`config.mk`:
```
export PLATFORM = sky130hd
export DESIGN_NAME = ipv4_header_parser
export DESIGN_NICKNAME = d
export VERILOG_FILES = /design/src/hw/rtl/iphp_pkg.sv /design/src/hw/rtl/iphp_front.sv /design/src/hw/rtl/iphp_queue.sv /design/src/hw/rtl/iphp_back.sv /design/src/hw/rtl/ipv4_header_parser.sv
export SDC_FILE = /design/constraint.sdc
export NUM_CORES = 1
export LEC_CHECK = 0
export BUFFER_PORTS_ARGS = -buffer_cell sky130_fd_sc_hd__buf_4
export CAP_MARGIN = 20
export CORE_MARGIN = 1
export CORE_UTILIZATION = 56
export DETAILED_ROUTE_END_ITERATION = 8
export HOLD_SLACK_MARGIN = 0.08
export PLACE_DENSITY = 0.76
export SLEW_MARGIN = 20
export SYNTH_ARGS = -nofsm -noshare
export SYNTH_HDL_FRONTEND = slang
export SYNTH_SLANG_ARGS = --single-unit
export TNS_END_PERCENT = 5
```
`constraint.sdc`:
```
create_clock -name clk -period 8.85 [get_ports clk]
set_clock_uncertainty 0.15 [all_clocks]
set_input_delay 1.77 -clock clk [delete_from_list [all_inputs] [get_ports clk]]
set_output_delay 1.77 -clock clk [all_outputs]
set_load 0.005 [all_outputs]
```
`src/hw/rtl/iphp_pkg.sv`:
```
// iphp_pkg: shared types and constants for the IPv4 header parser.
// Used by every module of the block; no dependencies.
package iphp_pkg;

    localparam int HDR_BYTES   = 20;
    localparam int HDR_IDX_W   = 5;
    localparam int CNT_W       = 16;
    localparam int SUM_W       = 20;
    localparam int QUEUE_DEPTH = 4;
    localparam int QPTR_W      = $clog2(QUEUE_DEPTH);
    localparam int QCNT_W      = $clog2(QUEUE_DEPTH + 1);

    localparam logic [3:0]       IP_VERSION  = 4'd4;
    localparam logic [3:0]       MIN_IHL     = 4'd5;
    localparam logic [7:0]       IHL_MASK    = 8'h0f;
    localparam logic [15:0]      MF_FLAG     = 16'h2000;
    localparam logic [15:0]      FRAG_OFFSET = 16'h1fff;
    localparam logic [15:0]      SUM_GOOD    = 16'hffff;
    localparam logic [CNT_W-1:0] CNT_MAX     = 16'hffff;
    localparam logic [CNT_W-1:0] HDR_LEN     = 16'd20;
    localparam logic [CNT_W-1:0] HDR_LAST    = 16'd19;

    typedef enum logic [2:0] {
        ST_OK       = 3'd0,
        ST_SHORT    = 3'd1,
        ST_VERSION  = 3'd2,
        ST_BAD_IHL  = 3'd3,
        ST_OPTIONS  = 3'd4,
        ST_CHECKSUM = 3'd5,
        ST_LENGTH   = 3'd6,
        ST_FRAG     = 3'd7
    } status_t;

    typedef enum logic {
        KIND_PAYLOAD = 1'b0,
        KIND_VERDICT = 1'b1
    } kind_t;

    typedef struct packed {
        logic        has_pay;
        logic        has_verdict;
        logic [7:0]  pay_byte;
        status_t     status;
        logic [7:0]  tos_byte;
        logic [15:0] identification;
        logic [7:0]  ttl;
        logic [7:0]  protocol;
        logic [31:0] source_address;
        logic [31:0] destination_address;
        logic [15:0] payload_length;
    } cmd_t;

    typedef struct packed {
        kind_t       kind;
        logic [7:0]  payload_byte;
        status_t     status;
        logic [7:0]  tos_byte;
        logic [15:0] identification;
        logic [7:0]  ttl;
        logic [7:0]  protocol;
        logic [31:0] source_address;
        logic [31:0] destination_address;
        logic [15:0] payload_length;
        logic        end_of_run;
    } result_t;

endpackage

```
`src/hw/rtl/iphp_front.sv`:
```
// iphp_front: per-byte header capture, checksum accumulation and classification.
// Depends on iphp_pkg; emits one command per transaction that yields results.
module iphp_front
(
    input  logic          clk,
    input  logic          rst_n,
    input  logic          in_valid,
    output logic          in_ready,
    input  logic [7:0]    data_byte,
    input  logic          last_byte,
    input  logic          q_full,
    output logic          push,
    output iphp_pkg::cmd_t cmd
);
    import iphp_pkg::*;

    logic [CNT_W-1:0] count_reg, count_next;
    logic [SUM_W-1:0] sum_reg, sum_next;
    logic             header_ok_reg, header_ok_next;
    status_t          pre_reg, pre_next;
    logic [7:0]       hdr_reg [HDR_BYTES];

    logic [7:0]       hdr_cur [HDR_BYTES];
    logic             accept;
    logic             in_hdr;
    logic             at_last_hdr;
    logic [SUM_W-1:0] sum_add;
    logic [16:0]      fold1;
    logic [15:0]      fold2;
    logic [3:0]       ver;
    logic [3:0]       ihl;
    logic [15:0]      tot_cur;
    logic [15:0]      tot_reg;
    logic [15:0]      frag;
    status_t          pre_comb;
    status_t          pre_use;
    status_t          verdict;
    logic [CNT_W-1:0] n_rx;
    logic             emit_pay;

    assign in_ready = !q_full;
    assign accept   = in_valid && in_ready;
    assign in_hdr   = count_reg < HDR_LEN;
    assign at_last_hdr = count_reg == HDR_LAST;

    always_comb
    begin
        for (int i = 0; i < HDR_BYTES; i++)
        begin
            hdr_cur[i] = hdr_reg[i];
        end
        if (at_last_hdr)
        begin
            hdr_cur[HDR_BYTES-1] = data_byte;
        end
    end

    assign sum_add  = count_reg[0] ? {12'd0, data_byte} : {4'd0, data_byte, 8'd0};
    assign sum_next = in_hdr ? sum_reg + sum_add : sum_reg;
    assign fold1    = {1'b0, sum_next[15:0]} + {13'd0, sum_next[19:16]};
    assign fold2    = fold1[15:0] + {15'd0, fold1[16]};

    assign ver     = hdr_cur[0][7:4];
    assign ihl     = 4'(hdr_cur[0] & IHL_MASK);
    assign tot_cur = {hdr_cur[2], hdr_cur[3]};
    assign tot_reg = {hdr_reg[2], hdr_reg[3]};
    assign frag    = {hdr_cur[6], hdr_cur[7]};

    // header judged as if the whole packet were present
    always_comb
    begin
        priority if (ver != IP_VERSION)           pre_comb = ST_VERSION;
        else if (ihl < MIN_IHL)                   pre_comb = ST_BAD_IHL;
        else if (ihl != MIN_IHL)                  pre_comb = ST_OPTIONS;
        else if (fold2 != SUM_GOOD)               pre_comb = ST_CHECKSUM;
        else if (tot_cur < HDR_LEN)               pre_comb = ST_LENGTH;
        else if ((frag & (MF_FLAG | FRAG_OFFSET)) != 16'd0) pre_comb = ST_FRAG;
        else                                      pre_comb = ST_OK;
    end

    assign pre_use = at_last_hdr ? pre_comb : pre_reg;
    assign n_rx    = (count_reg == CNT_MAX) ? count_reg : count_reg + 16'd1;

    always_comb
    begin
        priority if (n_rx < HDR_LEN)                          verdict = ST_SHORT;
        else if (pre_use != ST_OK && pre_use != ST_FRAG)      verdict = pre_use;
        else if (tot_cur > n_rx)                              verdict = ST_LENGTH;
        else                                                  verdict = pre_use;
    end

    assign emit_pay = !in_hdr && header_ok_reg && (count_reg != CNT_MAX)
                      && (count_reg < tot_reg);

    always_comb
    begin
        cmd             = '0;
        cmd.has_pay     = emit_pay;
        cmd.has_verdict = last_byte;
        cmd.pay_byte    = data_byte;
        cmd.status      = verdict;
        if (verdict == ST_OK)
        begin
            cmd.tos_byte            = hdr_cur[1];
            cmd.identification      = {hdr_cur[4], hdr_cur[5]};
            cmd.ttl                 = hdr_cur[8];
            cmd.protocol            = hdr_cur[9];
            cmd.source_address      = {hdr_cur[12], hdr_cur[13], hdr_cur[14], hdr_cur[15]};
            cmd.destination_address = {hdr_cur[16], hdr_cur[17], hdr_cur[18], hdr_cur[19]};
            cmd.payload_length      = tot_cur - HDR_LEN;
        end
    end

    assign push = accept && (emit_pay || last_byte);

    always_comb
    begin
        count_next     = count_reg;
        header_ok_next = header_ok_reg;
        pre_next       = pre_reg;
        if (accept)
        begin
            count_next = n_rx;
            if (at_last_hdr)
            begin
                pre_next       = pre_comb;
                header_ok_next = pre_comb == ST_OK;
            end
            if (last_byte)
            begin
                count_next     = '0;
                header_ok_next = 1'b0;
            end
        end
    end

    always_ff @(posedge clk or negedge rst_n)
    begin
        if (!rst_n)
        begin
            count_reg     <= '0;
            sum_reg       <= '0;
            header_ok_reg <= 1'b0;
            pre_reg       <= ST_OK;
        end
        else
        begin
            count_reg     <= count_next;
            header_ok_reg <= header_ok_next;
            pre_reg       <= pre_next;
            if (accept)
            begin
                sum_reg <= last_byte ? '0 : sum_next;
            end
        end
    end

    always_ff @(posedge clk)
    begin
        if (accept && in_hdr)
        begin
            hdr_reg[count_reg[HDR_IDX_W-1:0]] <= data_byte;
        end
    end

endmodule

```
`src/hw/rtl/iphp_queue.sv`:
```
// iphp_queue: small command queue between the classifier and the result stage.
// Depends on iphp_pkg.
module iphp_queue
(
    input  logic           clk,
    input  logic           rst_n,
    input  logic           push,
    input  iphp_pkg::cmd_t push_cmd,
    input  logic           pop,
    output logic           full,
    output logic           q_valid,
    output iphp_pkg::cmd_t head
);
    import iphp_pkg::*;

    cmd_t              entry_reg [QUEUE_DEPTH];
    logic [QPTR_W-1:0] wr_ptr_reg, rd_ptr_reg;
    logic [QCNT_W-1:0] cnt_reg, cnt_next;

    assign full    = cnt_reg == QCNT_W'(QUEUE_DEPTH);
    assign q_valid = cnt_reg != '0;
    assign head    = entry_reg[rd_ptr_reg];

    always_comb
    begin
        cnt_next = cnt_reg;
        unique case ({push, pop})
            2'b10:   cnt_next = cnt_reg + QCNT_W'(1);
            2'b01:   cnt_next = cnt_reg - QCNT_W'(1);
            default: cnt_next = cnt_reg;
        endcase
    end

    always_ff @(posedge clk or negedge rst_n)
    begin
        if (!rst_n)
        begin
            wr_ptr_reg <= '0;
            rd_ptr_reg <= '0;
            cnt_reg    <= '0;
        end
        else
        begin
            cnt_reg <= cnt_next;
            if (push)
            begin
                wr_ptr_reg <= wr_ptr_reg + QPTR_W'(1);
            end
            if (pop)
            begin
                rd_ptr_reg <= rd_ptr_reg + QPTR_W'(1);
            end
        end
    end

    always_ff @(posedge clk)
    begin
        if (push)
        begin
            entry_reg[wr_ptr_reg] <= push_cmd;
        end
    end

    property p_no_push_full;
        @(posedge clk) disable iff (!rst_n) full |-> !push;
    endproperty
    a_no_push_full: assert property (p_no_push_full) else $error("push into full queue");

    property p_no_pop_empty;
        @(posedge clk) disable iff (!rst_n) pop |-> q_valid;
    endproperty
    a_no_pop_empty: assert property (p_no_pop_empty) else $error("pop from empty queue");

    property p_cnt_range;
        @(posedge clk) disable iff (!rst_n) cnt_reg <= QCNT_W'(QUEUE_DEPTH);
    endproperty
    a_cnt_range: assert property (p_cnt_range) else $error("queue count overflow");

endmodule

```
`src/hw/rtl/iphp_back.sv`:
```
// iphp_back: expands queued commands into payload and verdict results.
// Depends on iphp_pkg; holds the output register of the block.
module iphp_back
(
    input  logic              clk,
    input  logic              rst_n,
    input  logic              q_valid,
    input  iphp_pkg::cmd_t    head,
    output logic              pop,
    output logic              out_valid,
    input  logic              out_ready,
    output iphp_pkg::result_t res
);
    import iphp_pkg::*;

    logic    out_valid_reg, out_valid_next;
    logic    pay_done_reg, pay_done_next;
    result_t res_reg, res_next;
    logic    load;
    logic    take_pay;

    assign load     = !out_valid_reg || out_ready;
    assign take_pay = head.has_pay && !pay_done_reg;

    always_comb
    begin
        out_valid_next = out_valid_reg;
        pay_done_next  = pay_done_reg;
        res_next       = res_reg;
        pop            = 1'b0;
        if (load)
        begin
            out_valid_next = q_valid;
            if (q_valid)
            begin
                res_next = '0;
                if (take_pay)
                begin
                    res_next.kind         = KIND_PAYLOAD;
                    res_next.payload_byte = head.pay_byte;
                    res_next.status       = ST_OK;
                    pop                   = !head.has_verdict;
                    pay_done_next         = head.has_verdict;
                end
                else
                begin
                    res_next.kind                = KIND_VERDICT;
                    res_next.status              = head.status;
                    res_next.tos_byte            = head.tos_byte;
                    res_next.identification      = head.identification;
                    res_next.ttl                 = head.ttl;
                    res_next.protocol            = head.protocol;
                    res_next.source_address      = head.source_address;
                    res_next.destination_address = head.destination_address;
                    res_next.payload_length      = head.payload_length;
                    res_next.end_of_run          = 1'b1;
                    pop                          = 1'b1;
                    pay_done_next                = 1'b0;
                end
            end
        end
    end

    always_ff @(posedge clk or negedge rst_n)
    begin
        if (!rst_n)
        begin
            out_valid_reg <= 1'b0;
            pay_done_reg  <= 1'b0;
        end
        else
        begin
            out_valid_reg <= out_valid_next;
            pay_done_reg  <= pay_done_next;
        end
    end

    always_ff @(posedge clk)
    begin
        res_reg <= res_next;
    end

    assign out_valid = out_valid_reg;
    assign res       = res_reg;

    property p_pay_done_head;
        @(posedge clk) disable iff (!rst_n)
            pay_done_reg |-> (q_valid && head.has_pay && head.has_verdict);
    endproperty
    a_pay_done_head: assert property (p_pay_done_head)
        else $error("split command lost its head entry");

    property p_split_then_verdict;
        @(posedge clk) disable iff (!rst_n)
            (load && q_valid && take_pay && head.has_verdict) |=> pay_done_reg;
    endproperty
    a_split_then_verdict: assert property (p_split_then_verdict)
        else $error("verdict half of command dropped");

    property p_verdict_pops;
        @(posedge clk) disable iff (!rst_n)
            (load && q_valid && !take_pay) |-> pop;
    endproperty
    a_verdict_pops: assert property (p_verdict_pops) else $error("verdict without pop");

endmodule

```
`src/hw/rtl/ipv4_header_parser.sv`:
```
// ipv4_header_parser: streaming IPv4 header checker and payload forwarder, top level.
// Depends on iphp_pkg, iphp_front, iphp_queue, iphp_back.
//
// Takes one packet byte per transaction (last_byte marks the end) and can accept a byte
// every cycle while the queue is not full. Bytes past the 20-byte header, up to the
// header's length field, come out as payload results once the header checks clean; the
// last byte also yields a verdict result, so that byte can yield two results. A four-entry
// command queue sits between the byte classifier and the result register, so short output
// stalls do not stop input; each byte's command is queued before its result is registered.
module ipv4_header_parser
(
    input  logic        clk,
    input  logic        rst_n,
    input  logic        in_valid,
    output logic        in_ready,
    input  logic [7:0]  data_byte,
    input  logic        last_byte,
    output logic        out_valid,
    input  logic        out_ready,
    output logic        kind,
    output logic [7:0]  payload_byte,
    output logic [2:0]  status,
    output logic [7:0]  tos_byte,
    output logic [15:0] identification,
    output logic [7:0]  ttl,
    output logic [7:0]  protocol,
    output logic [31:0] source_address,
    output logic [31:0] destination_address,
    output logic [15:0] payload_length,
    output logic        end_of_run
);
    import iphp_pkg::*;

    logic    q_full;
    logic    push;
    logic    pop;
    logic    q_valid;
    cmd_t    push_cmd;
    cmd_t    head;
    result_t res;

    iphp_front u_front
    (
        .clk       (clk),
        .rst_n     (rst_n),
        .in_valid  (in_valid),
        .in_ready  (in_ready),
        .data_byte (data_byte),
        .last_byte (last_byte),
        .q_full    (q_full),
        .push      (push),
        .cmd       (push_cmd)
    );

    iphp_queue u_queue
    (
        .clk      (clk),
        .rst_n    (rst_n),
        .push     (push),
        .push_cmd (push_cmd),
        .pop      (pop),
        .full     (q_full),
        .q_valid  (q_valid),
        .head     (head)
    );

    iphp_back u_back
    (
        .clk       (clk),
        .rst_n     (rst_n),
        .q_valid   (q_valid),
        .head      (head),
        .pop       (pop),
        .out_valid (out_valid),
        .out_ready (out_ready),
        .res       (res)
    );

    assign kind                = res.kind;
    assign payload_byte        = res.payload_byte;
    assign status              = res.status;
    assign tos_byte            = res.tos_byte;
    assign identification      = res.identification;
    assign ttl                 = res.ttl;
    assign protocol            = res.protocol;
    assign source_address      = res.source_address;
    assign destination_address = res.destination_address;
    assign payload_length      = res.payload_length;
    assign end_of_run          = res.end_of_run;

endmodule

```
== Yosys cells after proc, flatten, opt, wreduce, memory -nomap -nowiden ==
Memory sizes are Yosys's and may differ from the RTL's.
Index checks and enable logic that the tools add are counted.

* Register bits: 182
* Latch bits: 0
* Memory bits (writable): 692
* Memory bits (read-only): 0
* Input bits: 13
* Output and inout port bits: 135
* Logic and storage cells: 101
* Memories: 2

* Add/subtract/negate cells: 9
* Multipliers: 0
* Divide/modulo/power cells: 0
* Order comparisons: 6
* Equal/unequal tests: 10
* Shift-type cells: 0
* Muxes and demuxes: 30
* Bitwise gates (word level): 0
* Reduce and logical (&&, ||, !) cells: 24

{| class="wikitable"
|+ Memory list
! name !! words !! bits a word !! rd ports !! clocked after memory_dff !! write ports !! RTL line !! source
|-
| u_queue.entry_reg || 4 || 133 || 1 || 0 || 1 || iphp_queue.sv:16 || <nowiki>cmd_t entry_reg [QUEUE_DEPTH];</nowiki>
|-
| u_front.hdr_reg || 20 || 8 || 18 || 0 || 1 || iphp_front.sv:21 || <nowiki>logic [7:0] hdr_reg [HDR_BYTES];</nowiki>
|}

{| class="wikitable"
|+ Operators with widths
! kind !! count
|-
| 120-bit two-way mux || 1
|-
| 16-bit by 5-bit < comparator with 1-bit output, second input constant || 3
|-
| 16-bit two-way mux || 3
|-
| 20-bit two-way mux || 2
|-
| 16-bit inequality test, second input constant || 2
|-
| 3-bit two-way mux || 10
|-
| 20-bit adder || 1
|-
| 16-bit by 4-bit adder with 17-bit output || 1
|-
| 16-bit by 1-bit adder with 16-bit output || 1
|-
| 16-bit by 1-bit adder with 16-bit output, second input constant || 1
|-
| 16-bit == test, second input constant || 1
|-
| 16-bit by 5-bit == test with 1-bit output, second input constant || 1
|-
| 16-bit > comparator || 1
|-
| 16-bit < comparator || 1
|-
| 16-bit nonzero test || 1
|-
| 16-bit by 5-bit subtractor with 16-bit output, second input constant || 1
|-
| 1-bit two-way mux || 12
|-
| 1-bit logical AND || 8
|-
| 8-bit two-way mux || 1
|-
| 4-bit by 3-bit inequality test with 1-bit output, second input constant || 2
|-
| 3-bit logical NOT || 2
|-
| 3-bit case mux with 2 select lines || 1
|-
| 3-bit nonzero test || 2
|-
| 1-bit logical NOT || 5
|-
| 11 further kinds || 15
|}

== Longest topological paths before layout ==
* Depth after elaboration: 17
* Mapped depth: 39
* Gate-level depth less buffers: 34

== Hierarchy ==
From an unflattened synthesis, not the netlist that was laid out.

* Cells, all modules: 2,207
* Area total of the unflattened synthesis: 36,588.8 sq um

{| class="wikitable"
|+ By module, submodules not included
! module !! instances !! cells an instance !! area each (sq um) !! seq. area each (sq um)
|-
| iphp_queue || 1 || 731 || 19,556.3 || 16,150.5
|-
| iphp_front || 1 || 1,188 || 12,030.3 || 5,265.0
|-
| iphp_back || 1 || 288 || 5,002.3 || 4,013.8
|}

== Worst setup path after synthesis ==
Ideal clock, no wire load.

* Kind: in2reg
* From: in out_ready
* To: reg u_queue.cnt_reg[2]
* Library setup time: 0.079 ns
* Data arrival time: 9.827 ns
* Data required time: 8.621 ns
* Setup slack: -1.206 ns
* Stages: 9
* Path buffers: 0
* Path through: inv_1 -> a21oi_1 -> a21boi_0 -> ha_1 -> inv_1 -> fa_1 -> xor2_1 -> nor2_1 -> xor2_1

* Word-level cells in the longest chain between the ends: 4
* Elaborated cells between the ends (all ways): 6
* Those cells by class: eq/ne (2); mux (2); reduce/logical (2)

{| class="wikitable"
|+ RTL lines
! what !! RTL line !! source
|-
| start: declaration || ipv4_header_parser.sv:19 || <nowiki>input logic out_ready,</nowiki>
|-
| 1-bit logical OR * || iphp_back.sv:22 || <nowiki>assign load = !out_valid_reg || out_ready;</nowiki>
|-
| 1-bit two-way mux * || iphp_back.sv:31 || <nowiki>if (load)</nowiki>
|-
| net pop || ipv4_header_parser.sv:36 || <nowiki>logic pop;</nowiki>
|-
| 2-bit by 1-bit == test with 1-bit output or 2-bit == test (tied branches) || iphp_queue.sv:27 || <nowiki>unique case ({push, pop})</nowiki>
|-
| 3-bit case mux with 2 select lines or 2-bit nonzero test (tied branches) || - ||
|-
| end signal: assignment || iphp_queue.sv:44 || <nowiki>cnt_reg <= cnt_next;</nowiki>
|-
| end: declaration || iphp_queue.sv:18 || <nowiki>logic [QCNT_W-1:0] cnt_reg, cnt_next;</nowiki>
|}

The timed path passes the listed nets; every way through them passes the cells marked *.
A chain may end at the register's enable or synchronous reset.

==> flow_metrics.env <==
export IMPL_synth_fa_ha_area_share_pct=2.374
export IMPL_layout_min_cycle_time_ns=8.190
export IMPL_cts_resized_gates=0
export IMPL_ys_ff_latch=855
export IMPL_cts_sinks=855
export IMPL_synthXorXnorAreaFrac_pct=1.152
export IMPL_die_y_um=254.6
export IMPL_synth_edf_count=806
export IMPL_synth_warnings=0
export IMPL_wl_per_cell_um=23.16
export IMPL_synth_nets=2186
export IMPL_ant_nets=0
export IMPL_dr_pass1_iters=5
export IMPL_cp_num_buf_inv=6
export IMPL_fin_tns_setup_ns=0
export IMPL_crit_required_ns=9.06
export IMPL_synth_top_area_share_pct=67.72
export IMPL_synth_area_um2=35740
export IMPL_synth_area_mux_share_pct=8.924
export IMPL_die_x_um=254.6
export IMPL_ys_types=77
export IMPL_status="finished, final reports clean"
export IMPL_clkTransAtPathRegs_ns=0.06
export IMPL_whs_ns=0.3476
export IMPL_overflow=0
export IMPL_synth_top_family_by_area="simple AND/OR/NAND/NOR gates"
export IMPL_seq_area_frac_synth_pct=71.15
export IMPL_yosys_top_cells_area="edfxtp_1, mux4_2, dfrtp_1"
export IMPL_fin_crit_sh_pct=92.54
export IMPL_critPathMaxStageDelay_ns=0.47
export IMPL_synth_simple_gate_area_share_pct=9.810
export IMPL_start_kind="input pin"
export IMPL_drive_gt1_share_pct=25.33
export IMPL_grt_pass1_wl_mm=113.1
export IMPL_cts_path_max_buffers=3
export IMPL_leakagePower_nw=14.66
export IMPL_rows=92
export IMPL_place_congestion=0.9054
export IMPL_worst_pin_slew_ns=1.108
export IMPL_io_buffers=147
export IMPL_slew_violations=0
export IMPL_hold_class="reg2reg"
export IMPL_final_nets=2368
export IMPL_synth_ff_type="edfxtp_1"
export IMPL_postCtsHoldBufs=0
export IMPL_core_um2=63080
export IMPL_antenna_found_initial=0
export IMPL_synth_compound_area_share_pct=3.627
export IMPL_syn_area_per_cell_um2=16.96
export IMPL_design_area_um2=40960
export IMPL_critPathArrivalTime_ns=8.40
export IMPL_wl_mm=74.27
export IMPL_max_cap_violations=0
export IMPL_cp_top_family="compound AO/OA/AOI/OAI gates"
export IMPL_final_setup_viol_count=0
export IMPL_critPathCaptureType="flop"
export IMPL_place_area_um2=37960
export IMPL_crit_type="in2reg"
export IMPL_ctsHtreeMaxLevel=3
export IMPL_peakVddDrop_uv=182.7
export IMPL_worstPathMaxFanout=30
export IMPL_hold_viol_final=0
export IMPL_grt_use_total_pct=23.45
export IMPL_cts_setup_buffers=0
export IMPL_cts_buffers=86
export IMPL_ios=148
export IMPL_syn_to_final_growth_pct=14.61
export IMPL_synthesis_instances=2107
export IMPL_synth_commonest_cells="edfxtp_1, inv_1, nor2b_1"
export IMPL_synth_most_common_cell="edfxtp_1"
export IMPL_drt_iter0_markers=1627
export IMPL_largest_reg_flops=532
export IMPL_die_area_um2=64830
export IMPL_diodes=0
export IMPL_grt_max_degree=134
export IMPL_drc=0
export IMPL_powerDensity_nw_per_um2=310.4
export IMPL_maxSlewHeadroom_pct=26.14
export IMPL_cts_tree="done"
export IMPL_clock_latency_ns=0.64
export IMPL_avgViaCountPerCell=5.871
export IMPL_vias=18829
export IMPL_synthArstFlopShare_pct=5.731
export IMPL_rsz0062_at_grt="false"
export IMPL_root_buffer="clkbuf_16"
export IMPL_max_freq_ghz=0.1221
export IMPL_start_util_pct=56.65
export IMPL_dp_hpwl_mm=42.69
export IMPL_slowest_stage="a211oi_1"
export IMPL_yosysTopAreaCell="edfxtp_1"
export IMPL_grt_pass1_vias=19157
## final timing paths
kind / to / depth (start not counted) / start / slack [ns]
max in group asynchronous: u_queue.rd_ptr_reg[1] / 1 / rst_n / 6.98
hold reg to reg: u_queue.cnt_reg[2] / 1 / u_queue.cnt_reg[2] / 0.35
hold / removal: u_queue.cnt_reg[2] / 1 / u_queue.cnt_reg[2] / 0.35
setup / recovery: u_queue.entry_reg[1][29] / 37 / data_byte[0] / 0.66
setup reg to reg: u_queue.entry_reg[1][29] / 36 / u_front.count_reg[0] / 1.30
min in group asynchronous: u_front.sum_reg[14] / 1 / rst_n / 1.04
## per-layer routing
layer  up-vias  track usage (%)  share of wire [%]
li1       8431                -                  -
met1      9644            31.59                 41
met2       644            39.53                 51
met3       110            4.154                6.3
met4         0            6.553                2.0
met5         -                0                  0
## stage by stage
stage	worst slack, ns	utilization [%]	std cells	total power (W)
after floorplan	0.08675	-	2107	0.007798
final	0.6600	64.93	3207	0.01272
after global placement	0.1389	60.18	3045	0.009019
after CTS	0.5489	64.82	3205	0.01281
after detailed placement	-0.07403	60.18	3045	0.009093
after global routing	0.04557	64.93	3207	0.01329
## power by group
part	total [W]	internal (W)	switching [W]	leakage [nW]
registers	0.00568	0.00530	0.000388	8.19
logic	0.00331	0.00156	0.00175	5.06
clock network	0.00372	0.00221	0.00151	1.41
## placed cells by master, fill, tap and decap left out, types with 16 or more instances in the layout
cell,n
nor2_1,62
inv_1,148
dfrtp_1,47
a21oi_1,43
o21ai_0,47
buf_4,172
mux4_2,133
ha_1,63
clkbuf_16,90
nand3_1,19
nor3_2,104
xnor2_1,31
xor2_1,16
nand2_1,80
edfxtp_1,806
and2_1,22
nor3_1,36
nor2b_1,140
mux2i_1,16
## worst reg2reg max path, delay by kind of cell, from the launching register on
kind,cells,cell delay (ns)
fa+ha+maj,5,1.37
flops,1,0.52
xor+xnor,2,0.37
simple gates,14,2.04
buf+inv,5,0.73
compound gates,10,2.09
## area by class of cell
| cell class | count | area (um2) |
|---|---|---|
| clock buffers | 106 | 2342 |
| clock inverters | 54 | 585.6 |
| fillers | 4261 | 22120 |
| inverters | 148 | 555.5 |
| multi-input cells | 1009 | 9349 |
| flip-flops and latches | 855 | 25440 |
| well taps | 846 | 1059 |
| repair buffers | 189 | 1630 |
## kinds of logic after synthesis
family	count (synthesis)
AOI/OAI and AO/OA	192
buffers and inverters	243
xor gates and xnor gates	47
adders and majority gates	66
DFF	855
muxes	152
and+or+nand+nor	552
Note: power is estimated with default switching activity, not from simulation.
